==> src/hdl/des_pkg.sv <==
// Shared types, permutation tables and bit-mapping functions for the DES core.
package des_pkg;

  localparam int ROUND_COUNT_DEF = 16;
  localparam int BLOCK_W = 64;
  localparam int HALF_W = 32;
  localparam int RKEY_W = 48;
  localparam int KHALF_W = 28;

  typedef logic [RKEY_W-1:0] rkey_t;

  // Payload of one pipeline stage; the valid bit travels beside it.
  typedef struct packed {
    logic              mode;
    logic [HALF_W-1:0] l;
    logic [HALF_W-1:0] r;
  } des_stage_t;

  localparam logic [6:0] IP_TAB [0:63] = '{
    7'd58, 7'd50, 7'd42, 7'd34, 7'd26, 7'd18, 7'd10, 7'd2,
    7'd60, 7'd52, 7'd44, 7'd36, 7'd28, 7'd20, 7'd12, 7'd4,
    7'd62, 7'd54, 7'd46, 7'd38, 7'd30, 7'd22, 7'd14, 7'd6,
    7'd64, 7'd56, 7'd48, 7'd40, 7'd32, 7'd24, 7'd16, 7'd8,
    7'd57, 7'd49, 7'd41, 7'd33, 7'd25, 7'd17, 7'd9,  7'd1,
    7'd59, 7'd51, 7'd43, 7'd35, 7'd27, 7'd19, 7'd11, 7'd3,
    7'd61, 7'd53, 7'd45, 7'd37, 7'd29, 7'd21, 7'd13, 7'd5,
    7'd63, 7'd55, 7'd47, 7'd39, 7'd31, 7'd23, 7'd15, 7'd7};

  localparam logic [6:0] FP_TAB [0:63] = '{
    7'd40, 7'd8, 7'd48, 7'd16, 7'd56, 7'd24, 7'd64, 7'd32,
    7'd39, 7'd7, 7'd47, 7'd15, 7'd55, 7'd23, 7'd63, 7'd31,
    7'd38, 7'd6, 7'd46, 7'd14, 7'd54, 7'd22, 7'd62, 7'd30,
    7'd37, 7'd5, 7'd45, 7'd13, 7'd53, 7'd21, 7'd61, 7'd29,
    7'd36, 7'd4, 7'd44, 7'd12, 7'd52, 7'd20, 7'd60, 7'd28,
    7'd35, 7'd3, 7'd43, 7'd11, 7'd51, 7'd19, 7'd59, 7'd27,
    7'd34, 7'd2, 7'd42, 7'd10, 7'd50, 7'd18, 7'd58, 7'd26,
    7'd33, 7'd1, 7'd41, 7'd9,  7'd49, 7'd17, 7'd57, 7'd25};

  localparam logic [5:0] EXP_TAB [0:47] = '{
    6'd32, 6'd1,  6'd2,  6'd3,  6'd4,  6'd5,
    6'd4,  6'd5,  6'd6,  6'd7,  6'd8,  6'd9,
    6'd8,  6'd9,  6'd10, 6'd11, 6'd12, 6'd13,
    6'd12, 6'd13, 6'd14, 6'd15, 6'd16, 6'd17,
    6'd16, 6'd17, 6'd18, 6'd19, 6'd20, 6'd21,
    6'd20, 6'd21, 6'd22, 6'd23, 6'd24, 6'd25,
    6'd24, 6'd25, 6'd26, 6'd27, 6'd28, 6'd29,
    6'd28, 6'd29, 6'd30, 6'd31, 6'd32, 6'd1};

  localparam logic [5:0] PERM_TAB [0:31] = '{
    6'd16, 6'd7,  6'd20, 6'd21, 6'd29, 6'd12, 6'd28, 6'd17,
    6'd1,  6'd15, 6'd23, 6'd26, 6'd5,  6'd18, 6'd31, 6'd10,
    6'd2,  6'd8,  6'd24, 6'd14, 6'd32, 6'd27, 6'd3,  6'd9,
    6'd19, 6'd13, 6'd30, 6'd6,  6'd22, 6'd11, 6'd4,  6'd25};

  localparam logic [6:0] PC1_TAB [0:55] = '{
    7'd57, 7'd49, 7'd41, 7'd33, 7'd25, 7'd17, 7'd9,
    7'd1,  7'd58, 7'd50, 7'd42, 7'd34, 7'd26, 7'd18,
    7'd10, 7'd2,  7'd59, 7'd51, 7'd43, 7'd35, 7'd27,
    7'd19, 7'd11, 7'd3,  7'd60, 7'd52, 7'd44, 7'd36,
    7'd63, 7'd55, 7'd47, 7'd39, 7'd31, 7'd23, 7'd15,
    7'd7,  7'd62, 7'd54, 7'd46, 7'd38, 7'd30, 7'd22,
    7'd14, 7'd6,  7'd61, 7'd53, 7'd45, 7'd37, 7'd29,
    7'd21, 7'd13, 7'd5,  7'd28, 7'd20, 7'd12, 7'd4};

  localparam logic [5:0] PC2_TAB [0:47] = '{
    6'd14, 6'd17, 6'd11, 6'd24, 6'd1,  6'd5,
    6'd3,  6'd28, 6'd15, 6'd6,  6'd21, 6'd10,
    6'd23, 6'd19, 6'd12, 6'd4,  6'd26, 6'd8,
    6'd16, 6'd7,  6'd27, 6'd20, 6'd13, 6'd2,
    6'd41, 6'd52, 6'd31, 6'd37, 6'd47, 6'd55,
    6'd30, 6'd40, 6'd51, 6'd45, 6'd33, 6'd48,
    6'd44, 6'd49, 6'd39, 6'd56, 6'd34, 6'd53,
    6'd46, 6'd42, 6'd50, 6'd36, 6'd29, 6'd32};

  localparam logic [1:0] ROT_TAB [0:15] = '{
    2'd1, 2'd1, 2'd2, 2'd2, 2'd2, 2'd2, 2'd2, 2'd2,
    2'd1, 2'd2, 2'd2, 2'd2, 2'd2, 2'd2, 2'd2, 2'd1};

  localparam logic [3:0] SBOX_TAB [0:7][0:3][0:15] = '{
    '{'{4'd14, 4'd4, 4'd13, 4'd1, 4'd2, 4'd15, 4'd11, 4'd8,
        4'd3, 4'd10, 4'd6, 4'd12, 4'd5, 4'd9, 4'd0, 4'd7},
      '{4'd0, 4'd15, 4'd7, 4'd4, 4'd14, 4'd2, 4'd13, 4'd1,
        4'd10, 4'd6, 4'd12, 4'd11, 4'd9, 4'd5, 4'd3, 4'd8},
      '{4'd4, 4'd1, 4'd14, 4'd8, 4'd13, 4'd6, 4'd2, 4'd11,
        4'd15, 4'd12, 4'd9, 4'd7, 4'd3, 4'd10, 4'd5, 4'd0},
      '{4'd15, 4'd12, 4'd8, 4'd2, 4'd4, 4'd9, 4'd1, 4'd7,
        4'd5, 4'd11, 4'd3, 4'd14, 4'd10, 4'd0, 4'd6, 4'd13}},
    '{'{4'd15, 4'd1, 4'd8, 4'd14, 4'd6, 4'd11, 4'd3, 4'd4,
        4'd9, 4'd7, 4'd2, 4'd13, 4'd12, 4'd0, 4'd5, 4'd10},
      '{4'd3, 4'd13, 4'd4, 4'd7, 4'd15, 4'd2, 4'd8, 4'd14,
        4'd12, 4'd0, 4'd1, 4'd10, 4'd6, 4'd9, 4'd11, 4'd5},
      '{4'd0, 4'd14, 4'd7, 4'd11, 4'd10, 4'd4, 4'd13, 4'd1,
        4'd5, 4'd8, 4'd12, 4'd6, 4'd9, 4'd3, 4'd2, 4'd15},
      '{4'd13, 4'd8, 4'd10, 4'd1, 4'd3, 4'd15, 4'd4, 4'd2,
        4'd11, 4'd6, 4'd7, 4'd12, 4'd0, 4'd5, 4'd14, 4'd9}},
    '{'{4'd10, 4'd0, 4'd9, 4'd14, 4'd6, 4'd3, 4'd15, 4'd5,
        4'd1, 4'd13, 4'd12, 4'd7, 4'd11, 4'd4, 4'd2, 4'd8},
      '{4'd13, 4'd7, 4'd0, 4'd9, 4'd3, 4'd4, 4'd6, 4'd10,
        4'd2, 4'd8, 4'd5, 4'd14, 4'd12, 4'd11, 4'd15, 4'd1},
      '{4'd13, 4'd6, 4'd4, 4'd9, 4'd8, 4'd15, 4'd3, 4'd0,
        4'd11, 4'd1, 4'd2, 4'd12, 4'd5, 4'd10, 4'd14, 4'd7},
      '{4'd1, 4'd10, 4'd13, 4'd0, 4'd6, 4'd9, 4'd8, 4'd7,
        4'd4, 4'd15, 4'd14, 4'd3, 4'd11, 4'd5, 4'd2, 4'd12}},
    '{'{4'd7, 4'd13, 4'd14, 4'd3, 4'd0, 4'd6, 4'd9, 4'd10,
        4'd1, 4'd2, 4'd8, 4'd5, 4'd11, 4'd12, 4'd4, 4'd15},
      '{4'd13, 4'd8, 4'd11, 4'd5, 4'd6, 4'd15, 4'd0, 4'd3,
        4'd4, 4'd7, 4'd2, 4'd12, 4'd1, 4'd10, 4'd14, 4'd9},
      '{4'd10, 4'd6, 4'd9, 4'd0, 4'd12, 4'd11, 4'd7, 4'd13,
        4'd15, 4'd1, 4'd3, 4'd14, 4'd5, 4'd2, 4'd8, 4'd4},
      '{4'd3, 4'd15, 4'd0, 4'd6, 4'd10, 4'd1, 4'd13, 4'd8,
        4'd9, 4'd4, 4'd5, 4'd11, 4'd12, 4'd7, 4'd2, 4'd14}},
    '{'{4'd2, 4'd12, 4'd4, 4'd1, 4'd7, 4'd10, 4'd11, 4'd6,
        4'd8, 4'd5, 4'd3, 4'd15, 4'd13, 4'd0, 4'd14, 4'd9},
      '{4'd14, 4'd11, 4'd2, 4'd12, 4'd4, 4'd7, 4'd13, 4'd1,
        4'd5, 4'd0, 4'd15, 4'd10, 4'd3, 4'd9, 4'd8, 4'd6},
      '{4'd4, 4'd2, 4'd1, 4'd11, 4'd10, 4'd13, 4'd7, 4'd8,
        4'd15, 4'd9, 4'd12, 4'd5, 4'd6, 4'd3, 4'd0, 4'd14},
      '{4'd11, 4'd8, 4'd12, 4'd7, 4'd1, 4'd14, 4'd2, 4'd13,
        4'd6, 4'd15, 4'd0, 4'd9, 4'd10, 4'd4, 4'd5, 4'd3}},
    '{'{4'd12, 4'd1, 4'd10, 4'd15, 4'd9, 4'd2, 4'd6, 4'd8,
        4'd0, 4'd13, 4'd3, 4'd4, 4'd14, 4'd7, 4'd5, 4'd11},
      '{4'd10, 4'd15, 4'd4, 4'd2, 4'd7, 4'd12, 4'd9, 4'd5,
        4'd6, 4'd1, 4'd13, 4'd14, 4'd0, 4'd11, 4'd3, 4'd8},
      '{4'd9, 4'd14, 4'd15, 4'd5, 4'd2, 4'd8, 4'd12, 4'd3,
        4'd7, 4'd0, 4'd4, 4'd10, 4'd1, 4'd13, 4'd11, 4'd6},
      '{4'd4, 4'd3, 4'd2, 4'd12, 4'd9, 4'd5, 4'd15, 4'd10,
        4'd11, 4'd14, 4'd1, 4'd7, 4'd6, 4'd0, 4'd8, 4'd13}},
    '{'{4'd4, 4'd11, 4'd2, 4'd14, 4'd15, 4'd0, 4'd8, 4'd13,
        4'd3, 4'd12, 4'd9, 4'd7, 4'd5, 4'd10, 4'd6, 4'd1},
      '{4'd13, 4'd0, 4'd11, 4'd7, 4'd4, 4'd9, 4'd1, 4'd10,
        4'd14, 4'd3, 4'd5, 4'd12, 4'd2, 4'd15, 4'd8, 4'd6},
      '{4'd1, 4'd4, 4'd11, 4'd13, 4'd12, 4'd3, 4'd7, 4'd14,
        4'd10, 4'd15, 4'd6, 4'd8, 4'd0, 4'd5, 4'd9, 4'd2},
      '{4'd6, 4'd11, 4'd13, 4'd8, 4'd1, 4'd4, 4'd10, 4'd7,
        4'd9, 4'd5, 4'd0, 4'd15, 4'd14, 4'd2, 4'd3, 4'd12}},
    '{'{4'd13, 4'd2, 4'd8, 4'd4, 4'd6, 4'd15, 4'd11, 4'd1,
        4'd10, 4'd9, 4'd3, 4'd14, 4'd5, 4'd0, 4'd12, 4'd7},
      '{4'd1, 4'd15, 4'd13, 4'd8, 4'd10, 4'd3, 4'd7, 4'd4,
        4'd12, 4'd5, 4'd6, 4'd11, 4'd0, 4'd14, 4'd9, 4'd2},
      '{4'd7, 4'd11, 4'd4, 4'd1, 4'd9, 4'd12, 4'd14, 4'd2,
        4'd0, 4'd6, 4'd10, 4'd13, 4'd15, 4'd3, 4'd5, 4'd8},
      '{4'd2, 4'd1, 4'd14, 4'd7, 4'd4, 4'd10, 4'd8, 4'd13,
        4'd15, 4'd12, 4'd9, 4'd0, 4'd3, 4'd5, 4'd6, 4'd11}}};

  // Table entries count DES bits from 1 at the MSB.
  function automatic logic [63:0] ip_perm(logic [63:0] v);
    logic [63:0] res;
    logic [5:0]  idx;
    res = '0;
    for (int i = 0; i < 64; i++) begin
      idx = 6'(7'd64 - IP_TAB[i]);
      res[63-i] = v[idx];
    end
    return res;
  endfunction

  function automatic logic [63:0] fp_perm(logic [63:0] v);
    logic [63:0] res;
    logic [5:0]  idx;
    res = '0;
    for (int i = 0; i < 64; i++) begin
      idx = 6'(7'd64 - FP_TAB[i]);
      res[63-i] = v[idx];
    end
    return res;
  endfunction

  function automatic logic [47:0] exp_perm(logic [31:0] v);
    logic [47:0] res;
    logic [4:0]  idx;
    res = '0;
    for (int i = 0; i < 48; i++) begin
      idx = 5'(6'd32 - EXP_TAB[i]);
      res[47-i] = v[idx];
    end
    return res;
  endfunction

  function automatic logic [31:0] p_perm(logic [31:0] v);
    logic [31:0] res;
    logic [4:0]  idx;
    res = '0;
    for (int i = 0; i < 32; i++) begin
      idx = 5'(6'd32 - PERM_TAB[i]);
      res[31-i] = v[idx];
    end
    return res;
  endfunction

  function automatic logic [55:0] pc1_perm(logic [63:0] v);
    logic [55:0] res;
    logic [5:0]  idx;
    res = '0;
    for (int i = 0; i < 56; i++) begin
      idx = 6'(7'd64 - PC1_TAB[i]);
      res[55-i] = v[idx];
    end
    return res;
  endfunction

  function automatic logic [47:0] pc2_perm(logic [55:0] v);
    logic [47:0] res;
    logic [5:0]  idx;
    res = '0;
    for (int i = 0; i < 48; i++) begin
      idx = 6'(6'd56 - PC2_TAB[i]);
      res[47-i] = v[idx];
    end
    return res;
  endfunction

  // Total left rotation of both key halves after round r (0-based).
  function automatic int cum_shift(int r);
    int sum;
    sum = 0;
    for (int j = 0; j <= r; j++) begin
      sum += int'(ROT_TAB[j[3:0]]);
    end
    return sum;
  endfunction

  function automatic logic [27:0] rot28(logic [27:0] v, int s);
    return (v << s) | (v >> (KHALF_W - s));
  endfunction

  // Feistel function: expand, mix key, substitute, permute.
  function automatic logic [31:0] feistel(logic [31:0] r, logic [47:0] k);
    logic [47:0] e;
    logic [5:0]  six;
    logic [31:0] s_out;
    e = exp_perm(r) ^ k;
    s_out = '0;
    for (int b = 0; b < 8; b++) begin
      six = e[47-6*b -: 6];
      s_out[31-4*b -: 4] = SBOX_TAB[b][{six[5], six[0]}][six[4:1]];
    end
    return p_perm(s_out);
  endfunction

endpackage

==> src/hdl/des_round.sv <==
// One Feistel round with its pipeline register.
module des_round (
  input  logic                         clk,
  input  logic                         rst,
  input  logic                         en,
  input  logic                         in_valid,
  input  des_pkg::des_stage_t          in_stage,
  input  logic [des_pkg::RKEY_W-1:0]   key_enc,
  input  logic [des_pkg::RKEY_W-1:0]   key_dec,
  output logic                         out_valid,
  output des_pkg::des_stage_t          out_stage
);
  import des_pkg::*;

  rkey_t      key;
  des_stage_t stage_next;

  always_comb begin
    key = in_stage.mode ? key_dec : key_enc;
    stage_next.mode = in_stage.mode;
    stage_next.l    = in_stage.r;
    stage_next.r    = in_stage.l ^ feistel(in_stage.r, key);
  end

  always_ff @(posedge clk) begin
    if (rst) begin
      out_valid <= 1'b0;
    end else if (en) begin
      out_valid <= in_valid;
    end
  end

  always_ff @(posedge clk) begin
    if (en) begin
      out_stage <= stage_next;
    end
  end

endmodule

==> config.mk <==
export PLATFORM = sky130hd
export DESIGN_NAME = des_round
export DESIGN_NICKNAME = d
export VERILOG_FILES = /design/src/hdl/des_pkg.sv /design/src/hdl/des_round.sv
export SDC_FILE = /design/constraint.sdc
export NUM_CORES = 1
export LEC_CHECK = 0
export BUFFER_PORTS_ARGS = -buffer_cell sky130_fd_sc_hd__buf_2
export CORE_MARGIN = 10
export CORE_UTILIZATION = 55
export CTS_CLUSTER_SIZE = 24
export DETAILED_ROUTE_END_ITERATION = 8
export PLACE_DENSITY = 0.93
export SYNTH_ARGS = -nofsm -noshare
export SYNTH_HDL_FRONTEND = slang
export SYNTH_SLANG_ARGS = --single-unit
==> constraint.sdc <==
create_clock -name clk -period 4.2 [get_ports clk]
set_clock_uncertainty 0.1 [all_clocks]
set_input_delay 0.84 -clock clk [delete_from_list [all_inputs] [get_ports clk]]
set_output_delay 0.84 -clock clk [all_outputs]
set_load 0.02 [all_outputs]
==> summary.md, run 1 <==
| Metric | Value |
|---|---|
| Core Area | 15,300 sq um |
| Syn_nets | 1,117 |
| Crit. End Element | flip-flop |
| CP Max Fanout | 22 |
| Min Tclk post-route | 3.62 ns |
| CTS H-tree lvls | 3 |
| Hold Fails Final Rpt | 0 |
| Critical-path cell list | buf_4, mux2i_1, xnor2_1, ha_1, mux4_2, nand2_1, o311ai_0, o21a_1, xnor2_1 |
| Actual slew at the worst max-slew pin | between 1 and 1.5 ns |
| EDFF count, synth | 65 |
| VDD IR max | just over 0.0002 V |
| Yosys reg bits | 66 |
| Initial Util | 56.3% |
| Drt total wl | approximately 25,000 microns |
| GR Overflow Total | 0 |
| Post-synthesis sequential area ratio | 23.0% |
| First-pass GRT wire length | 40,000 microns |
| Layout overhead on the synthesized area | 19.5% |
| Setup CP Type | in -> reg |
| Pwr dens | roughly 360 nW/um^2 |
| # DRC | 0 |
| TritonCTS clock tree | yes |
| Drt first pass iters | 6 |
| Fmax | 0.277 GHz |
| Final setup viols | 0 |
| Worst path slowest cell | xnor2_1 |
| Worst-path clk slew | 0.06 ns |
| Pin count of the biggest net entering global routing | 67 |
| Post-DP HPWL | 19,300 microns |
| Critical Path RT | 4.19 ns |
| DRT antenna net count | 0 |
| Startpoint types | input pin |
| Hold-fix buffers, CTS | 0 |
| Worst R2R Setup Slack | ~3.5 ns |
| Setup TNS Final | 0 ns |
| Final worst slack | 0.584 ns |
| Die height | between 100 and 150 microns |
| IO Port Bufs | 230 |
| # diodes | 0 |
| Worst-Skew Late Latency | between 0.3 and 0.4 ns |
| Fraction of registers with async set/reset | 0% |
| Site row count | 45 |
| Slew headroom | 12.9% |
| Num CTS Buffers | 9 |
| Core Util, Final | approximately two thirds |
| YS warnings | 0 |
| Die width | 145 microns |
| Overall Global Routing Usage | 22.4% |
| Top_reg_cell synth | edfxtp_1 |
| Clock Tree Buf Depth | 2 |
| Placed cell count | 1,323 |
| Most frequent cell after synthesis | mux2i_1 |
| Final GP Congestion | slightly below 1 |
| Die ar. | 21,000 sq um |
| Status | finished clean |
| Worst path max stage delay | 0.67 ns |
| Vias per Instance | 6.13 |
| Syn Std Cell Area | 8590 sq um |
| Layout cells sized above 1 | 31.3% |
| Setup WS pre-CTS | 0.195 ns |
| Number of clock sinks | 66 |
| CP bufs+invs | 1 |
| Initial drt markers | a little under 800 |
| Leakage | 0.00441 uW |
| Number of max-cap violations | 0 |
| Post-synth cell types | 79 |
| Most used cell, CP | xnor2_1 |
| CP delay by family, top | XOR/XNOR gates |
| Final max-slew violation count | 0 |
| Final std cells w/o fill | 1,338 |
| Final Power | approximately 3700 uW |
| Hold Crit Class | reg -> reg |
| Syn Area/Cell | 9.62 sq um |
| Drt wl/cell | 18.9 microns |
| Initial antenna violation count | 0 |
| Crit share post-route | 86.1% |
| # IOs | between 200 and 250 |
| Final #Nets | about 1,300 |
| Dominant cells by area after synthesis | edfxtp_1 23%, mux2i_1 11%, ha_1 8.6% |
| Post-CTS resize count | 0 |
| Arrival time worst endpoint | approximately 3.6 ns |
| Post-synthesis cell count | 893 |
| Synth top area share | 22.7% |
| Post-synth top cells | 93 x mux2i_1, 67 x nand2_1, 65 x edfxtp_1, 63 x xnor2_1, 59 x ha_1 |
| DR vias | ~8,200 |
| Setup Fix Bufs, Post-CTS | 0 |
| Unrepaired setup endpoints after global routing | no |
| Vias in the first global route | 7,873 |
| Top cell type by total area after synthesis | edfxtp_1 |
| Root Buffer | clkbuf_16 |
where the power goes:
| group | switching [uW] | total [uW] | internal, uW |
|---|---|---|---|
| logic | 1220 | 2070 | 849 |
| clock network | 306 | 758 | 452 |
| registers | 25.6 | 901 | 875 |
| total | 1550 | 3730 | 2180 |
state kept, by name, indices dropped and copies added (netlist names):
| name | cells |
|---|---|
| out_stage | 65 |
| out_valid | 1 |
worst reg2reg max path: stages (launching register included):
cell,delay (ns)
dfxtp_1,0.30
mux2i_1,0.11
nor2_1,0.05
stage by stage:
stage	hold slack, ns	instance area, sq um
finish	0.398	10300
global route	0.457	10300
CTS	0.403	10300
detailed placement	0.389	9980
global placement	0.372	9980
floorplan	0.479	8590
placed cells by master (no fill, tap or decap), types with 28 or more instances in the layout:
master / count
buf_2: 229
mux2i_1: 93
nand2_1: 67
edfxtp_1: 65
xnor2_1: 63
ha_1: 59
nor2_1: 57
o21ai_0: 43
a21oi_1: 39
buf_4: 37
xor2_1: 32
inv_1: 30
nand3_1: 28
o211ai_1: 28
per-layer routing:
layer	GRT usage [%]	wire, microns	vias to the layer above
met2	38.5	12300	554
met1	27.1	9820	3775
met4	6.74	508	0
li1	-	-	3819
met3	5.43	2590	50
met5	0	0	-
path summary, 6_finish.rpt:
path	endpoint	start	cells after the start
worst max-delay path	out_stage[16]	in_stage[64]	9
worst min-delay path	out_valid	out_valid	2
worst max register to register	out_valid	out_valid	2
worst min register to register	out_valid	out_valid	2
cell families (layout without fill, tap and decap cells):
logic type / count (synthesis) / in the layout / synth area share (%)
AOI/OAI and AO/OA: 232 / 232 / 19.1
xor gates and xnor gates: 121 / 121 / 15.1
adders and majority gates: 59 / 59 / 8.59
buffers and inverters: 80 / 314 / 4.92
DFF: 66 / 66 / 23.0
muxes: 131 / 131 / 18.6
and+or+nand+nor: 204 / 204 / 10.7
cell type report:
cell class	count	area, sq um
Fill cell	1206	4990
Clock inverter	6	58.8
Tap cell	211	264
Timing Repair Buffer	266	1420
Multi-Input combinational cell	747	6200
Inverter	33	124
Clock buffer	9	225
Sequential cell	66	1970
No activity file was read; power rests on OpenSTA's default activity.
==> inputs of run 2 (changes only) <==
Settings changed: GPL_ROUTABILITY_DRIVEN set to 0.
Clock period 4.2 ns to 3.6 ns, I/O delays scaled along.
==> summary.md, run 2 (synthesized netlist as in run 1, its figures left out) <==
| Metric | Value |
|---|---|
| Status | finished clean |
| Site row count | 45 |
| Fmax | 0.298 GHz |
| Initial drt markers | 696 |
| Worst-path clk slew | about 0.06 ns |
| Crit. End Element | flip-flop |
| Part of the power in registers | 23.6% |
| Most used cell, CP | nor2_1 |
| Top reg by flops | out_stage |
| # DRC | 0 |
| Pwr dens | 421 nW/um^2 |
| Final Power | 4460 uW |
| Vias per Instance | between 6 and 7 |
| Final worst slack | 0.246 ns |
| Max FFs per register | 65 |
| Unrepaired setup endpoints after global routing | no |
| Worst path max stage delay | 0.54 ns |
| Clock power frac | 19.6% |
| Slew headroom | about a quarter |
| Setup CP Type | in -> reg |
| Leakage | 0.00461 uW |
| Die ar. | roughly 21,000 sq um |
| Pin count of the biggest net entering global routing | 41 |
| Crit share post-route | 93.2% |
| Core Util, Final | between 60 and 70% |
| GR Overflow Total | 0 |
| Hold-fix buffers, CTS | 0 |
| Post-DP HPWL | 20,500 microns |
| IO Port Bufs | 230 |
| Worst path slowest cell | mux4_1 |
| DR vias | roughly 8,400 |
| Sw Ratio | 41.3% |
| Drt first pass iters | 8 |
| Hold Fails Final Rpt | 0 |
| CP Max Fanout | 16 |
| DRT antenna net count | 0 |
| Startpoint types | input pin |
| Final #Nets | 1,381 |
| Reported net switching power | approximately 1800 uW |
| Drt total wl | roughly 26,000 microns |
| Drt wl/cell | 18.9 microns |
| CP bufs+invs | 3 |
| Critical Path RT | about 3.6 ns |
| Critical-path cell list | buf_4, buf_12, mux2i_1, xnor2_2, inv_1, ha_1, nor2_1, mux4_1, nor2_1, a21oi_1, o21ai_0, xor2_1 |
| Actual slew at the worst max-slew pin | 1.14 ns |
| # fillers | 1,148 |
| Die width | around 140 microns |
| Die height | 145 microns |
| Most frequent cells in the layout | 229 x buf_2, 93 x mux2i_1, 67 x nand2_1, 67 x buf_4, 65 x edfxtp_1 |
| Vias in the first global route | 8,240 |
| First-pass GRT wire length | 42,000 microns |
| Final max-slew violation count | 0 |
| Internal | 2620 uW |
| Worst-Skew Late Latency | ~0.34 ns |
| Initial Util | ~56% |
| Layout cells sized above 1 | between 30% and 40% |
| Setup TNS Final | 0 ns |
| Final instance area | 10,600 sq um |
| Num CTS Buffers | 9 |
| Min Tclk post-route | 3.35 ns |
| Largest registers | out_stage: 65 flops, out_valid: 1 flops |
| TritonCTS clock tree | yes |
| Dpl cell area | roughly 10,000 sq um |
| CTS H-tree lvls | 3 |
| Number of max-cap violations | 0 |
| Overall Global Routing Usage | 23.4% |
| Layout overhead on the synthesized area | 23.3% |
| CP delay by family, top | multiplexers |
| Initial antenna violation count | 1 |
| Arrival time worst endpoint | 3.33 ns |
| Final setup viols | 0 |
| Number of clock sinks | between 60 and 70 |
| # IOs | 231 |
| Clock Tree Buf Depth | 2 |
| Combinational fraction of design power | 56.8% |
| VDD IR max | 0.000228 V |
| Most common cell after layout, fill and taps aside | buf_2 |
| Root Buffer | clkbuf_16 |
| Setup WS pre-CTS | -0.154 ns |
| Hold Crit Class | in -> reg |
| Setup Fix Bufs, Post-CTS | 0 |
| Core Area | 15,300 sq um |
run 2: changes by cell type in the layout (fill, tap and decap cells not counted), sizes merged:
cell	change
clkinv	+1
clkbuf	+1
buf	+34
clkinvlp	-1
diode	+1
run 2: area by class of cell:
type	count	area, sq um	area share (%)
diodes	1	2.50	0.0236
clock buffers	10	229	2.16
clock inverters	6	57.6	0.543
inverters	33	126	1.19
multi-input cells	747	6220	58.7
flip-flops and latches	66	1970	18.6
well taps	211	264	2.49
repair buffers	300	1730	16.3
run 2: path summary, 6_finish.rpt:
kind | from | to | slack [ns] | depth (start not counted)
setup reg to reg | out_valid | out_valid | 2.86 | 2
hold reg to reg | out_valid | out_valid | 0.48 | 2
hold / removal | rst | out_valid | 0.45 | 2
setup / recovery | in_stage[64] | out_stage[26] | 0.25 | 12
run 2: power by group through the flow:
| stage | Combinational [uW] | Sequential, uW | Clock (uW) |
|---|---|---|---|
| final | 2530 | 1050 | 876 |
| after global routing | 2740 | 1060 | 923 |
| after CTS | 2490 | 1050 | 891 |
| after detailed placement | 2470 | 1070 | 0 |
| after global placement | 2390 | 1060 | 0 |
| after floorplan | 1580 | 1240 | 0 |
run 2: through the flow:
stage          cells  hold slack [ns]
3_5_place_dp    1357            0.478
4_1_cts         1373            0.439
2_1_floorplan    893            0.479
3_3_place_gp    1357            0.367
5_1_grt         1374            0.453
6_report        1374            0.449
run 2: what timing repair did:
action                                  in CTS  in global routing
hold endpoints to repair                     0                  0
gates resized for setup                      0                  1
endpoints found under the setup margin       0                  1
run 2: per-layer routing:
layer	vias up	global-route usage, %	wire length, microns
met2	549	40.2	12900
met5	-	0	0
met3	57	5.53	2520
met1	3907	28.3	10100
met4	0	6.89	498
li1	3894	-	-
