==> src/hdl/des_pkg.sv <==
// Shared types, permutation tables and bit-mapping functions for the DES core.
package des_pkg;

  localparam int ROUND_COUNT_DEF = 16;
  localparam int BLOCK_W = 64;
  localparam int HALF_W = 32;
  localparam int RKEY_W = 48;
  localparam int KHALF_W = 28;

  typedef logic [RKEY_W-1:0] rkey_t;

  // Payload of one pipeline stage; the valid bit travels beside it.
  typedef struct packed {
    logic              mode;
    logic [HALF_W-1:0] l;
    logic [HALF_W-1:0] r;
  } des_stage_t;

  localparam logic [6:0] IP_TAB [0:63] = '{
    7'd58, 7'd50, 7'd42, 7'd34, 7'd26, 7'd18, 7'd10, 7'd2,
    7'd60, 7'd52, 7'd44, 7'd36, 7'd28, 7'd20, 7'd12, 7'd4,
    7'd62, 7'd54, 7'd46, 7'd38, 7'd30, 7'd22, 7'd14, 7'd6,
    7'd64, 7'd56, 7'd48, 7'd40, 7'd32, 7'd24, 7'd16, 7'd8,
    7'd57, 7'd49, 7'd41, 7'd33, 7'd25, 7'd17, 7'd9,  7'd1,
    7'd59, 7'd51, 7'd43, 7'd35, 7'd27, 7'd19, 7'd11, 7'd3,
    7'd61, 7'd53, 7'd45, 7'd37, 7'd29, 7'd21, 7'd13, 7'd5,
    7'd63, 7'd55, 7'd47, 7'd39, 7'd31, 7'd23, 7'd15, 7'd7};

  localparam logic [6:0] FP_TAB [0:63] = '{
    7'd40, 7'd8, 7'd48, 7'd16, 7'd56, 7'd24, 7'd64, 7'd32,
    7'd39, 7'd7, 7'd47, 7'd15, 7'd55, 7'd23, 7'd63, 7'd31,
    7'd38, 7'd6, 7'd46, 7'd14, 7'd54, 7'd22, 7'd62, 7'd30,
    7'd37, 7'd5, 7'd45, 7'd13, 7'd53, 7'd21, 7'd61, 7'd29,
    7'd36, 7'd4, 7'd44, 7'd12, 7'd52, 7'd20, 7'd60, 7'd28,
    7'd35, 7'd3, 7'd43, 7'd11, 7'd51, 7'd19, 7'd59, 7'd27,
    7'd34, 7'd2, 7'd42, 7'd10, 7'd50, 7'd18, 7'd58, 7'd26,
    7'd33, 7'd1, 7'd41, 7'd9,  7'd49, 7'd17, 7'd57, 7'd25};

  localparam logic [5:0] EXP_TAB [0:47] = '{
    6'd32, 6'd1,  6'd2,  6'd3,  6'd4,  6'd5,
    6'd4,  6'd5,  6'd6,  6'd7,  6'd8,  6'd9,
    6'd8,  6'd9,  6'd10, 6'd11, 6'd12, 6'd13,
    6'd12, 6'd13, 6'd14, 6'd15, 6'd16, 6'd17,
    6'd16, 6'd17, 6'd18, 6'd19, 6'd20, 6'd21,
    6'd20, 6'd21, 6'd22, 6'd23, 6'd24, 6'd25,
    6'd24, 6'd25, 6'd26, 6'd27, 6'd28, 6'd29,
    6'd28, 6'd29, 6'd30, 6'd31, 6'd32, 6'd1};

  localparam logic [5:0] PERM_TAB [0:31] = '{
    6'd16, 6'd7,  6'd20, 6'd21, 6'd29, 6'd12, 6'd28, 6'd17,
    6'd1,  6'd15, 6'd23, 6'd26, 6'd5,  6'd18, 6'd31, 6'd10,
    6'd2,  6'd8,  6'd24, 6'd14, 6'd32, 6'd27, 6'd3,  6'd9,
    6'd19, 6'd13, 6'd30, 6'd6,  6'd22, 6'd11, 6'd4,  6'd25};

  localparam logic [6:0] PC1_TAB [0:55] = '{
    7'd57, 7'd49, 7'd41, 7'd33, 7'd25, 7'd17, 7'd9,
    7'd1,  7'd58, 7'd50, 7'd42, 7'd34, 7'd26, 7'd18,
    7'd10, 7'd2,  7'd59, 7'd51, 7'd43, 7'd35, 7'd27,
    7'd19, 7'd11, 7'd3,  7'd60, 7'd52, 7'd44, 7'd36,
    7'd63, 7'd55, 7'd47, 7'd39, 7'd31, 7'd23, 7'd15,
    7'd7,  7'd62, 7'd54, 7'd46, 7'd38, 7'd30, 7'd22,
    7'd14, 7'd6,  7'd61, 7'd53, 7'd45, 7'd37, 7'd29,
    7'd21, 7'd13, 7'd5,  7'd28, 7'd20, 7'd12, 7'd4};

  localparam logic [5:0] PC2_TAB [0:47] = '{
    6'd14, 6'd17, 6'd11, 6'd24, 6'd1,  6'd5,
    6'd3,  6'd28, 6'd15, 6'd6,  6'd21, 6'd10,
    6'd23, 6'd19, 6'd12, 6'd4,  6'd26, 6'd8,
    6'd16, 6'd7,  6'd27, 6'd20, 6'd13, 6'd2,
    6'd41, 6'd52, 6'd31, 6'd37, 6'd47, 6'd55,
    6'd30, 6'd40, 6'd51, 6'd45, 6'd33, 6'd48,
    6'd44, 6'd49, 6'd39, 6'd56, 6'd34, 6'd53,
    6'd46, 6'd42, 6'd50, 6'd36, 6'd29, 6'd32};

  localparam logic [1:0] ROT_TAB [0:15] = '{
    2'd1, 2'd1, 2'd2, 2'd2, 2'd2, 2'd2, 2'd2, 2'd2,
    2'd1, 2'd2, 2'd2, 2'd2, 2'd2, 2'd2, 2'd2, 2'd1};

  localparam logic [3:0] SBOX_TAB [0:7][0:3][0:15] = '{
    '{'{4'd14, 4'd4, 4'd13, 4'd1, 4'd2, 4'd15, 4'd11, 4'd8,
        4'd3, 4'd10, 4'd6, 4'd12, 4'd5, 4'd9, 4'd0, 4'd7},
      '{4'd0, 4'd15, 4'd7, 4'd4, 4'd14, 4'd2, 4'd13, 4'd1,
        4'd10, 4'd6, 4'd12, 4'd11, 4'd9, 4'd5, 4'd3, 4'd8},
      '{4'd4, 4'd1, 4'd14, 4'd8, 4'd13, 4'd6, 4'd2, 4'd11,
        4'd15, 4'd12, 4'd9, 4'd7, 4'd3, 4'd10, 4'd5, 4'd0},
      '{4'd15, 4'd12, 4'd8, 4'd2, 4'd4, 4'd9, 4'd1, 4'd7,
        4'd5, 4'd11, 4'd3, 4'd14, 4'd10, 4'd0, 4'd6, 4'd13}},
    '{'{4'd15, 4'd1, 4'd8, 4'd14, 4'd6, 4'd11, 4'd3, 4'd4,
        4'd9, 4'd7, 4'd2, 4'd13, 4'd12, 4'd0, 4'd5, 4'd10},
      '{4'd3, 4'd13, 4'd4, 4'd7, 4'd15, 4'd2, 4'd8, 4'd14,
        4'd12, 4'd0, 4'd1, 4'd10, 4'd6, 4'd9, 4'd11, 4'd5},
      '{4'd0, 4'd14, 4'd7, 4'd11, 4'd10, 4'd4, 4'd13, 4'd1,
        4'd5, 4'd8, 4'd12, 4'd6, 4'd9, 4'd3, 4'd2, 4'd15},
      '{4'd13, 4'd8, 4'd10, 4'd1, 4'd3, 4'd15, 4'd4, 4'd2,
        4'd11, 4'd6, 4'd7, 4'd12, 4'd0, 4'd5, 4'd14, 4'd9}},
    '{'{4'd10, 4'd0, 4'd9, 4'd14, 4'd6, 4'd3, 4'd15, 4'd5,
        4'd1, 4'd13, 4'd12, 4'd7, 4'd11, 4'd4, 4'd2, 4'd8},
      '{4'd13, 4'd7, 4'd0, 4'd9, 4'd3, 4'd4, 4'd6, 4'd10,
        4'd2, 4'd8, 4'd5, 4'd14, 4'd12, 4'd11, 4'd15, 4'd1},
      '{4'd13, 4'd6, 4'd4, 4'd9, 4'd8, 4'd15, 4'd3, 4'd0,
        4'd11, 4'd1, 4'd2, 4'd12, 4'd5, 4'd10, 4'd14, 4'd7},
      '{4'd1, 4'd10, 4'd13, 4'd0, 4'd6, 4'd9, 4'd8, 4'd7,
        4'd4, 4'd15, 4'd14, 4'd3, 4'd11, 4'd5, 4'd2, 4'd12}},
    '{'{4'd7, 4'd13, 4'd14, 4'd3, 4'd0, 4'd6, 4'd9, 4'd10,
        4'd1, 4'd2, 4'd8, 4'd5, 4'd11, 4'd12, 4'd4, 4'd15},
      '{4'd13, 4'd8, 4'd11, 4'd5, 4'd6, 4'd15, 4'd0, 4'd3,
        4'd4, 4'd7, 4'd2, 4'd12, 4'd1, 4'd10, 4'd14, 4'd9},
      '{4'd10, 4'd6, 4'd9, 4'd0, 4'd12, 4'd11, 4'd7, 4'd13,
        4'd15, 4'd1, 4'd3, 4'd14, 4'd5, 4'd2, 4'd8, 4'd4},
      '{4'd3, 4'd15, 4'd0, 4'd6, 4'd10, 4'd1, 4'd13, 4'd8,
        4'd9, 4'd4, 4'd5, 4'd11, 4'd12, 4'd7, 4'd2, 4'd14}},
    '{'{4'd2, 4'd12, 4'd4, 4'd1, 4'd7, 4'd10, 4'd11, 4'd6,
        4'd8, 4'd5, 4'd3, 4'd15, 4'd13, 4'd0, 4'd14, 4'd9},
      '{4'd14, 4'd11, 4'd2, 4'd12, 4'd4, 4'd7, 4'd13, 4'd1,
        4'd5, 4'd0, 4'd15, 4'd10, 4'd3, 4'd9, 4'd8, 4'd6},
      '{4'd4, 4'd2, 4'd1, 4'd11, 4'd10, 4'd13, 4'd7, 4'd8,
        4'd15, 4'd9, 4'd12, 4'd5, 4'd6, 4'd3, 4'd0, 4'd14},
      '{4'd11, 4'd8, 4'd12, 4'd7, 4'd1, 4'd14, 4'd2, 4'd13,
        4'd6, 4'd15, 4'd0, 4'd9, 4'd10, 4'd4, 4'd5, 4'd3}},
    '{'{4'd12, 4'd1, 4'd10, 4'd15, 4'd9, 4'd2, 4'd6, 4'd8,
        4'd0, 4'd13, 4'd3, 4'd4, 4'd14, 4'd7, 4'd5, 4'd11},
      '{4'd10, 4'd15, 4'd4, 4'd2, 4'd7, 4'd12, 4'd9, 4'd5,
        4'd6, 4'd1, 4'd13, 4'd14, 4'd0, 4'd11, 4'd3, 4'd8},
      '{4'd9, 4'd14, 4'd15, 4'd5, 4'd2, 4'd8, 4'd12, 4'd3,
        4'd7, 4'd0, 4'd4, 4'd10, 4'd1, 4'd13, 4'd11, 4'd6},
      '{4'd4, 4'd3, 4'd2, 4'd12, 4'd9, 4'd5, 4'd15, 4'd10,
        4'd11, 4'd14, 4'd1, 4'd7, 4'd6, 4'd0, 4'd8, 4'd13}},
    '{'{4'd4, 4'd11, 4'd2, 4'd14, 4'd15, 4'd0, 4'd8, 4'd13,
        4'd3, 4'd12, 4'd9, 4'd7, 4'd5, 4'd10, 4'd6, 4'd1},
      '{4'd13, 4'd0, 4'd11, 4'd7, 4'd4, 4'd9, 4'd1, 4'd10,
        4'd14, 4'd3, 4'd5, 4'd12, 4'd2, 4'd15, 4'd8, 4'd6},
      '{4'd1, 4'd4, 4'd11, 4'd13, 4'd12, 4'd3, 4'd7, 4'd14,
        4'd10, 4'd15, 4'd6, 4'd8, 4'd0, 4'd5, 4'd9, 4'd2},
      '{4'd6, 4'd11, 4'd13, 4'd8, 4'd1, 4'd4, 4'd10, 4'd7,
        4'd9, 4'd5, 4'd0, 4'd15, 4'd14, 4'd2, 4'd3, 4'd12}},
    '{'{4'd13, 4'd2, 4'd8, 4'd4, 4'd6, 4'd15, 4'd11, 4'd1,
        4'd10, 4'd9, 4'd3, 4'd14, 4'd5, 4'd0, 4'd12, 4'd7},
      '{4'd1, 4'd15, 4'd13, 4'd8, 4'd10, 4'd3, 4'd7, 4'd4,
        4'd12, 4'd5, 4'd6, 4'd11, 4'd0, 4'd14, 4'd9, 4'd2},
      '{4'd7, 4'd11, 4'd4, 4'd1, 4'd9, 4'd12, 4'd14, 4'd2,
        4'd0, 4'd6, 4'd10, 4'd13, 4'd15, 4'd3, 4'd5, 4'd8},
      '{4'd2, 4'd1, 4'd14, 4'd7, 4'd4, 4'd10, 4'd8, 4'd13,
        4'd15, 4'd12, 4'd9, 4'd0, 4'd3, 4'd5, 4'd6, 4'd11}}};

  // Table entries count DES bits from 1 at the MSB.
  function automatic logic [63:0] ip_perm(logic [63:0] v);
    logic [63:0] res;
    logic [5:0]  idx;
    res = '0;
    for (int i = 0; i < 64; i++) begin
      idx = 6'(7'd64 - IP_TAB[i]);
      res[63-i] = v[idx];
    end
    return res;
  endfunction

  function automatic logic [63:0] fp_perm(logic [63:0] v);
    logic [63:0] res;
    logic [5:0]  idx;
    res = '0;
    for (int i = 0; i < 64; i++) begin
      idx = 6'(7'd64 - FP_TAB[i]);
      res[63-i] = v[idx];
    end
    return res;
  endfunction

  function automatic logic [47:0] exp_perm(logic [31:0] v);
    logic [47:0] res;
    logic [4:0]  idx;
    res = '0;
    for (int i = 0; i < 48; i++) begin
      idx = 5'(6'd32 - EXP_TAB[i]);
      res[47-i] = v[idx];
    end
    return res;
  endfunction

  function automatic logic [31:0] p_perm(logic [31:0] v);
    logic [31:0] res;
    logic [4:0]  idx;
    res = '0;
    for (int i = 0; i < 32; i++) begin
      idx = 5'(6'd32 - PERM_TAB[i]);
      res[31-i] = v[idx];
    end
    return res;
  endfunction

  function automatic logic [55:0] pc1_perm(logic [63:0] v);
    logic [55:0] res;
    logic [5:0]  idx;
    res = '0;
    for (int i = 0; i < 56; i++) begin
      idx = 6'(7'd64 - PC1_TAB[i]);
      res[55-i] = v[idx];
    end
    return res;
  endfunction

  function automatic logic [47:0] pc2_perm(logic [55:0] v);
    logic [47:0] res;
    logic [5:0]  idx;
    res = '0;
    for (int i = 0; i < 48; i++) begin
      idx = 6'(6'd56 - PC2_TAB[i]);
      res[47-i] = v[idx];
    end
    return res;
  endfunction

  // Total left rotation of both key halves after round r (0-based).
  function automatic int cum_shift(int r);
    int sum;
    sum = 0;
    for (int j = 0; j <= r; j++) begin
      sum += int'(ROT_TAB[j[3:0]]);
    end
    return sum;
  endfunction

  function automatic logic [27:0] rot28(logic [27:0] v, int s);
    return (v << s) | (v >> (KHALF_W - s));
  endfunction

  // Feistel function: expand, mix key, substitute, permute.
  function automatic logic [31:0] feistel(logic [31:0] r, logic [47:0] k);
    logic [47:0] e;
    logic [5:0]  six;
    logic [31:0] s_out;
    e = exp_perm(r) ^ k;
    s_out = '0;
    for (int b = 0; b < 8; b++) begin
      six = e[47-6*b -: 6];
      s_out[31-4*b -: 4] = SBOX_TAB[b][{six[5], six[0]}][six[4:1]];
    end
    return p_perm(s_out);
  endfunction

endpackage

==> src/hdl/des_key_sched.sv <==
// Key register and round-key schedule (PC-1, cumulative rotations, PC-2).
module des_key_sched #(
  parameter int ROUND_COUNT = des_pkg::ROUND_COUNT_DEF
) (
  input  logic                                   clk,
  input  logic                                   rst,
  input  logic                                   cfg_we,
  input  logic [des_pkg::BLOCK_W-1:0]            cfg_wdata,
  output logic [ROUND_COUNT-1:0][des_pkg::RKEY_W-1:0] round_keys
);
  import des_pkg::*;

  logic [BLOCK_W-1:0] cipher_key;
  logic [55:0]        cd;
  logic [27:0]        c0;
  logic [27:0]        d0;

  always_ff @(posedge clk) begin
    if (rst) begin
      cipher_key <= '0;
    end else if (cfg_we) begin
      cipher_key <= cfg_wdata;
    end
  end

  assign cd = pc1_perm(cipher_key);
  assign c0 = cd[55:28];
  assign d0 = cd[27:0];

  // Each round key is a fixed bit selection of the key register.
  for (genvar i = 0; i < ROUND_COUNT; i++) begin : g_rk
    localparam int SH = cum_shift(i);
    assign round_keys[i] = pc2_perm({rot28(c0, SH), rot28(d0, SH)});
  end

endmodule

==> config.mk <==
export PLATFORM = sky130hd
export DESIGN_NAME = des_key_sched
export DESIGN_NICKNAME = d
export VERILOG_FILES = /design/src/hdl/des_pkg.sv /design/src/hdl/des_key_sched.sv
export SDC_FILE = /design/constraint.sdc
export NUM_CORES = 1
export LEC_CHECK = 0
export BUFFER_PORTS_ARGS = -buffer_cell sky130_fd_sc_hd__buf_2
export CAP_MARGIN = 10
export CORE_AREA = 3 3 322 324
export CTS_CLUSTER_SIZE = 14
export DETAILED_ROUTE_END_ITERATION = 8
export DIE_AREA = 0 0 325 327
export PLACE_DENSITY = 0.3
export RECOVER_POWER = 25
export SLEW_MARGIN = 15
export SYNTH_ARGS = -nofsm -noshare
export SYNTH_HDL_FRONTEND = slang
export SYNTH_SLANG_ARGS = --single-unit
export TNS_END_PERCENT = 1
==> constraint.sdc <==
create_clock -name clk -period 0.8 [get_ports clk]
set_input_delay 0 -clock clk [delete_from_list [all_inputs] [get_ports clk]]
set_output_delay 0 -clock clk [all_outputs]
set_load 0.005 [all_outputs]
==> impl_metrics.json, run 1 <==
{
  "path_clk_slew_ns": 0.10,
  "die_area_um2": 106300,
  "rsz0062_at_grt": "true",
  "yosysWarningCount": 0,
  "postRouteAntennaNets": 0,
  "wl_per_cell_um": 10.74,
  "crit_required_ns": 0.80,
  "die_h_um": 327,
  "hold_class": "in -> reg",
  "synth-seq-area-share": 0.1523,
  "synth_area_um2": 7360,
  "min_period_over_period": 1.318,
  "route.vias.total": 5206,
  "grt_pass1_wl_um": 33910,
  "min_path_cells": 3,
  "gp_congestion": 0.6007,
  "port_buffers": 826,
  "wirelength_um": 26900,
  "die_w_um": 325,
  "fin_skew_ns": 0,
  "clockRootBuffer": "clkbuf_16",
  "tritoncts": "yes",
  "final_core_util": 0.09713,
  "cpPeakStageDelay_ns": 0.37,
  "cp.buffers_inverters": 2,
  "worst_slew_pin_slew_ns": 0.2412,
  "rows": 117,
  "crit_arrival_ns": 1.05,
  "largestRegisters": "cipher_key x56",
  "relSlewSlack": 0.8387,
  "cts_buffers": 5,
  "path_delay_family": "flip-flops",
  "syn-num-nets": 959,
  "fill_cells": 11841,
  "outcome": "complete, but fails checks",
  "layout.nets": 1196,
  "viasPerCell": 2.079,
  "synthCells": 892,
  "hpwl_um": 22930,
  "drive_gt1_frac": 0.8381,
  "area_growth_pct": 33.88,
  "ys_seq_elements": 56,
  "p_leak_nw": 5.887,
  "slowest_stage": "dfxtp_2",
  "core_um2": 101400,
  "initial_core_util": 0.07254,
  "grt_antenna_before_repair": 10,
  "dpl.cell_count": 2431,
  "cp_max_fo": 14,
  "drc": 0,
  "drt_iter0_markers": 88,
  "largest_register_ffs": 56,
  "grt_pass1_vias": 4181,
  "slew_viol_final": 0,
  "crit_path_end_kind": "primary output",
  "grt_max_degree": 21,
  "syn_avg_cell_area_um2": 8.251,
  "period_needed_ns": 1.054,
  "ir_worst_vdd_mv": 0.7123,
  "hold_viol": 0,
  "finalSetupViolCount": 768,
  "max-cap-violations": 0,
  "multiInputGateArea_um2": 770.7,
  "reg2reg_depth": 2,
  "cp.depth": 2,
  "clk_path_buf_depth": 2,
  "regMostFlops": "cipher_key",
  "clock.fmax_mhz": 948.6,
  "violations": "negative setup slack",
  "critPathLaunchType": "flop",
  "grt_use_total": 0.04588,
  "setup_ws_ns": -0.2542,
  "critPathKind": "reg -> out",
  "cts_sinks": 56,
  "cts-htree-levels": 2,
  "io_pins": 835,
  "final_cells": 2504,
  "powerDensity_nw_per_um2": 1061,
  "drt_first_pass_iters": 4,
  "clk_latency_ns": 0.36,
  "yosysUniqueCellTypes": 9,
  "grt_overflow_total": 0,
  "regArea_um2": 1217,
  "path_cells": "buf_12 > buf_2"
}
==> worst min-delay path, delay by kind of cell <==
kind | cells | cell delay (ns)
buffers and inverters | 2 | 0.36
and+or+nand+nor | 1 | 0.04
==> per-stage QoR <==
stage	setup WS [ns]	instance area [µm²]	power, mW	hold WS, ns	TNS, ns
finish	-0.2542	9853	10.45	0.07362	-136.11
global route	-0.3613	9841	11.39	0.04686	-198.51
detailed placement	-0.04486	8775	7.538	0.2410	-0.5188
floorplan	-0.008326	7361	6.993	0.1471	-0.09135
global placement	-0.04237	8775	7.597	0.2382	-0.4885
CTS	-0.3577	9804	11.12	0.04178	-187.77
==> Yosys cell counts <==
library cell | number | share of area
buf_12 | 4 | 0.011
clkbuf_1 | 2 | 0.0010
mux2i_1 | 56 | 0.076
dfxtp_1 | 56 | 0.15
buf_1 | 3 | 0.0015
buf_6 | 1 | 0.0015
nor2_1 | 56 | 0.029
buf_2 | 1 | 0.00068
buf_4 | 713 | 0.73
==> per-layer routing <==
metal  track usage  vias to the layer above  wire length (µm)
met5             0                        -                34
met4       0.01302                        6               297
met3       0.01477                       14              2043
met2       0.07616                      414             12920
met1       0.05670                     2264             11600
li1              -                     2508                 -
==> cell families after synthesis <==
group         Yosys count  synth area share
buf+inv               724            0.7429
mux                    56           0.07616
flops                  56            0.1523
simple gates           56           0.02856
==> area by class of cell <==
type | instances | share of cell area
repair buffers | 954 | 0.6076
well taps | 1368 | 0.1737
flip-flops and latches | 56 | 0.1236
multi-input cells | 112 | 0.07822
clock buffers | 5 | 0.01270
clock inverters | 3 | 0.002667
diodes | 6 | 0.001524
==> repair_timing <==
| action | CTS | global route |
|---|---|---|
| gates resized for setup | 115 | 14 |
| pin swaps | 0 | 0 |
| hold endpoints to repair | 56 | 0 |
| endpoints found under the setup margin | 768 | 768 |
| setup buffers | 0 | 0 |
| hold buffers | 58 | 0 |
| gates cloned | 1 | 0 |
==> power by group <==
group	internal [mW]	leakage, nW	switching [mW]	total (mW)
logic	2.51	5.33	2.05	4.56
registers	2.96	0.483	0.193	3.15
clock network	1.20	0.0744	1.55	2.75
total	6.67	5.89	3.79	10.5
==> cells in the final DEF, fill, tap and decap left out <==
cell type / n
clkbuf_1: 2
nor2_1: 56
mux2i_1: 56
clkbuf_16: 5
buf_4: 11
dfxtp_2: 29
diode_2: 6
dfxtp_1: 11
buf_6: 37
inv_6: 1
dlygate4sd3_1: 58
dfxtp_4: 16
buf_2: 800
clkinv_4: 2
buf_12: 41
buf_8: 5
==> final timing paths <==
kind                                     start               to  slack, ns
worst max-delay path            cipher_key[31]  round_keys[236]      -0.25
worst min-delay path                       rst   cipher_key[38]       0.07
worst max register to register  cipher_key[21]   cipher_key[21]       0.13
worst min register to register  cipher_key[53]   cipher_key[53]       0.51
Power figures use the tool's default switching activity.
==> run 2: changes to the inputs <==
--- a/config.mk
+++ b/config.mk
@@ -7,10 +7,10 @@
 export LEC_CHECK = 0
 export BUFFER_PORTS_ARGS = -buffer_cell sky130_fd_sc_hd__buf_2
 export CAP_MARGIN = 10
-export CORE_AREA = 3 3 322 324
+export CORE_AREA = 3 3 323 325
 export CTS_CLUSTER_SIZE = 14
 export DETAILED_ROUTE_END_ITERATION = 8
-export DIE_AREA = 0 0 325 327
+export DIE_AREA = 0 0 326 328
 export PLACE_DENSITY = 0.3
 export RECOVER_POWER = 25
 export SLEW_MARGIN = 15
==> constraint.sdc (replaced) <==
create_clock -name clk -period 1.3 [get_ports clk]
set_input_delay 0 -clock clk [delete_from_list [all_inputs] [get_ports clk]]
set_output_delay 0 -clock clk [all_outputs]
set_load 0.005 [all_outputs]
==> run 2 against run 1 <==
  * The flow now finishes without violations
  * Via count is 3.2% lower
  * Critical path depth is 1 higher
  * Sequential power is 36% lower
  * Routed wire length is 10% lower
  * Largest power group unchanged
==> impl_metrics.json, run 2 (synthesis results as in run 1) <==
{
  "path_delay_family": "buffers and inverters",
  "gp_congestion": 0.6107,
  "crit_arrival_ns": 1.47,
  "drt_first_pass_iters": 4,
  "regMostFlops": "cipher_key",
  "setup_ws_ns": 0.07532,
  "path_clk_slew_ns": 0.10,
  "powerDensity_nw_per_um2": 713.6,
  "drive_gt1_frac": 0.7600,
  "p_leak_nw": 5.381,
  "combPwrFrac": 0.361,
  "core_um2": 101700,
  "largest_register_ffs": 56,
  "grt_use_total": 0.04010,
  "port_buffers": 826,
  "ir_worst_vdd_mv": 0.4811,
  "path_cells": "mux2i_1 > nor2_1 > dlygate4sd3_1",
  "internal-power_mw": 3.987,
  "die_h_um": 328,
  "clockRootBuffer": "clkbuf_16",
  "grt_overflow_total": 0,
  "grtUsageMet2": 0.07324,
  "crit_required_ns": 1.55,
  "layout.cells.most_common_list": "785 x buf_2, 63 x dlygate4sd3_1, 56 x mux2i_1, 56 x nor2_1, 49 x dfxtp_1",
  "use_met1": 0.04430,
  "io_pins": 835,
  "seq_power_share": 0.324,
  "swShare": 0.3621,
  "wirelength_um": 24210,
  "clockPowerShare": 0.315,
  "diodes": 0,
  "rsz0062_at_grt": "false",
  "fin_skew_ns": 0,
  "route.vias.total": 5041,
  "clk_path_buf_depth": 2,
  "worst_slew_pin_slew_ns": 0.4471,
  "p_sw_mw": 2.263,
  "clock.fmax_mhz": 816.5,
  "cpPeakStageDelay_ns": 0.55,
  "hold_class": "in -> reg",
  "finalSetupViolCount": 0,
  "grt_pass1_vias": 3924,
  "cp.buffers_inverters": 1,
  "die_area_um2": 106900,
  "cts-htree-levels": 2,
  "period_needed_ns": 1.225,
  "largestRegisters": "cipher_key x56",
  "critPathLaunchType": "flop",
  "fin_tns_setup_ns": 0,
  "hpwl_um": 20130,
  "viasPerCell": 2.046,
  "drc": 0,
  "area_growth_pct": 19.01,
  "relSlewSlack": 0.7015,
  "crit_path_end_kind": "flop",
  "tritoncts": "yes",
  "clk_latency_ns": 0.35,
  "final_common_cell": "buf_2",
  "layout.nets": 1162,
  "hold_viol": 0,
  "busiest_layer": "met2",
  "critPathKind": "reg -> reg",
  "slowest_stage": "dlygate4sd3_1",
  "slew_viol_final": 0,
  "postRouteAntennaNets": 0,
  "drt_iter0_markers": 83,
  "grt_pass1_wl_um": 30170,
  "grt_max_degree": 32,
  "cts_buffers": 5,
  "max-cap-violations": 0,
  "cp_max_fo": 9,
  "rows": 117,
  "die_w_um": 326,
  "wl_per_cell_um": 9.825,
  "initial_core_util": 0.07234,
  "dp_slack_ns": 0.3988,
  "min_period_over_period": 0.9421,
  "post_cts_buffers": 0,
  "cts_sinks": 56,
  "grtUsageMet3": 0.01104,
  "grt_antenna_before_repair": 4,
  "outcome": "finished clean"
}
## run 2: cell types whose count changed in the layout (fill, tap and decap cells not counted), moves of 10 or more
cell      before  now
dfxtp_1       11   49
clkbuf_1       2   37
buf_12        41    2
buf_6         37    0
dfxtp_2       29    7
buf_2        800  785
buf_4         11   21
dfxtp_4       16    0
## run 2: power groups by stage
| stage | sequential [mW] | combinational, mW | clock [mW] |
|---|---|---|---|
| final | 2.02 | 2.26 | 1.97 |
| after global routing | 2.06 | 2.48 | 2.25 |
| after CTS | 2.03 | 2.38 | 2.25 |
| after detailed placement | 2.07 | 2.22 | 0 |
| after global placement | 2.06 | 2.26 | 0 |
| after floorplan | 2.16 | 2.14 | 0 |
## run 2: per-stage QoR
step                total power [mW]  std cells     util  hold slack, ns  area, µm²
CTS                            6.662       2464  0.08688          0.1379       8840
finish                         6.250       2464  0.08609          0.1696       8758
global route                   6.796       2464  0.08609          0.1542       8758
global placement               4.319       2393  0.07888          0.2380       8025
floorplan                      4.303        892        -          0.1472       7360
detailed placement             4.285       2393  0.07888          0.2404       8025
## run 2: area by class of cell
class | instances | area [µm²]
clock buffer | 6 | 138.9
clock inverter | 2 | 38.79
fill | 11943 | 92980
multi-input combinational | 112 | 770.7
sequential | 56 | 1130
tap | 1368 | 1712
timing repair buffer | 920 | 4969
## run 2: path summary, 6_finish.rpt
check                                    start        endpoint  slack (ns)  depth (start not counted)
worst max register to register  cipher_key[23]  cipher_key[23]        0.08                          3
worst min-delay path                    cfg_we  cipher_key[58]        0.17                          4
worst max-delay path            cipher_key[23]  cipher_key[23]        0.08                          3
worst min register to register   cipher_key[5]   cipher_key[5]        0.50                          2
## run 2: what timing repair did
| action | 4_1_cts | 5_1_grt |
|---|---|---|
| endpoints found under the setup margin | 23 | 30 |
| endpoints found under the hold margin | 56 | 0 |
| pin swaps | 0 | 0 |
| hold buffers | 63 | 0 |
| resized for setup | 3 | 6 |
## run 2: metal layers
| metal | share of wire | vias up |
|---|---|---|
| li1 | - | 2427 |
| met1 | 0.39 | 2188 |
| met2 | 0.52 | 410 |
| met3 | 0.078 | 12 |
| met4 | 0.014 | 4 |
| met5 | 0.0013 | - |
## run 2: worst register-to-register path, delay by kind of cell, from the launching register on
family | cells | cell delay, ns
buffers and inverters | 1 | 0.55
flip-flops | 1 | 0.38
multiplexers | 1 | 0.14
AND/OR/NAND/NOR | 1 | 0.05
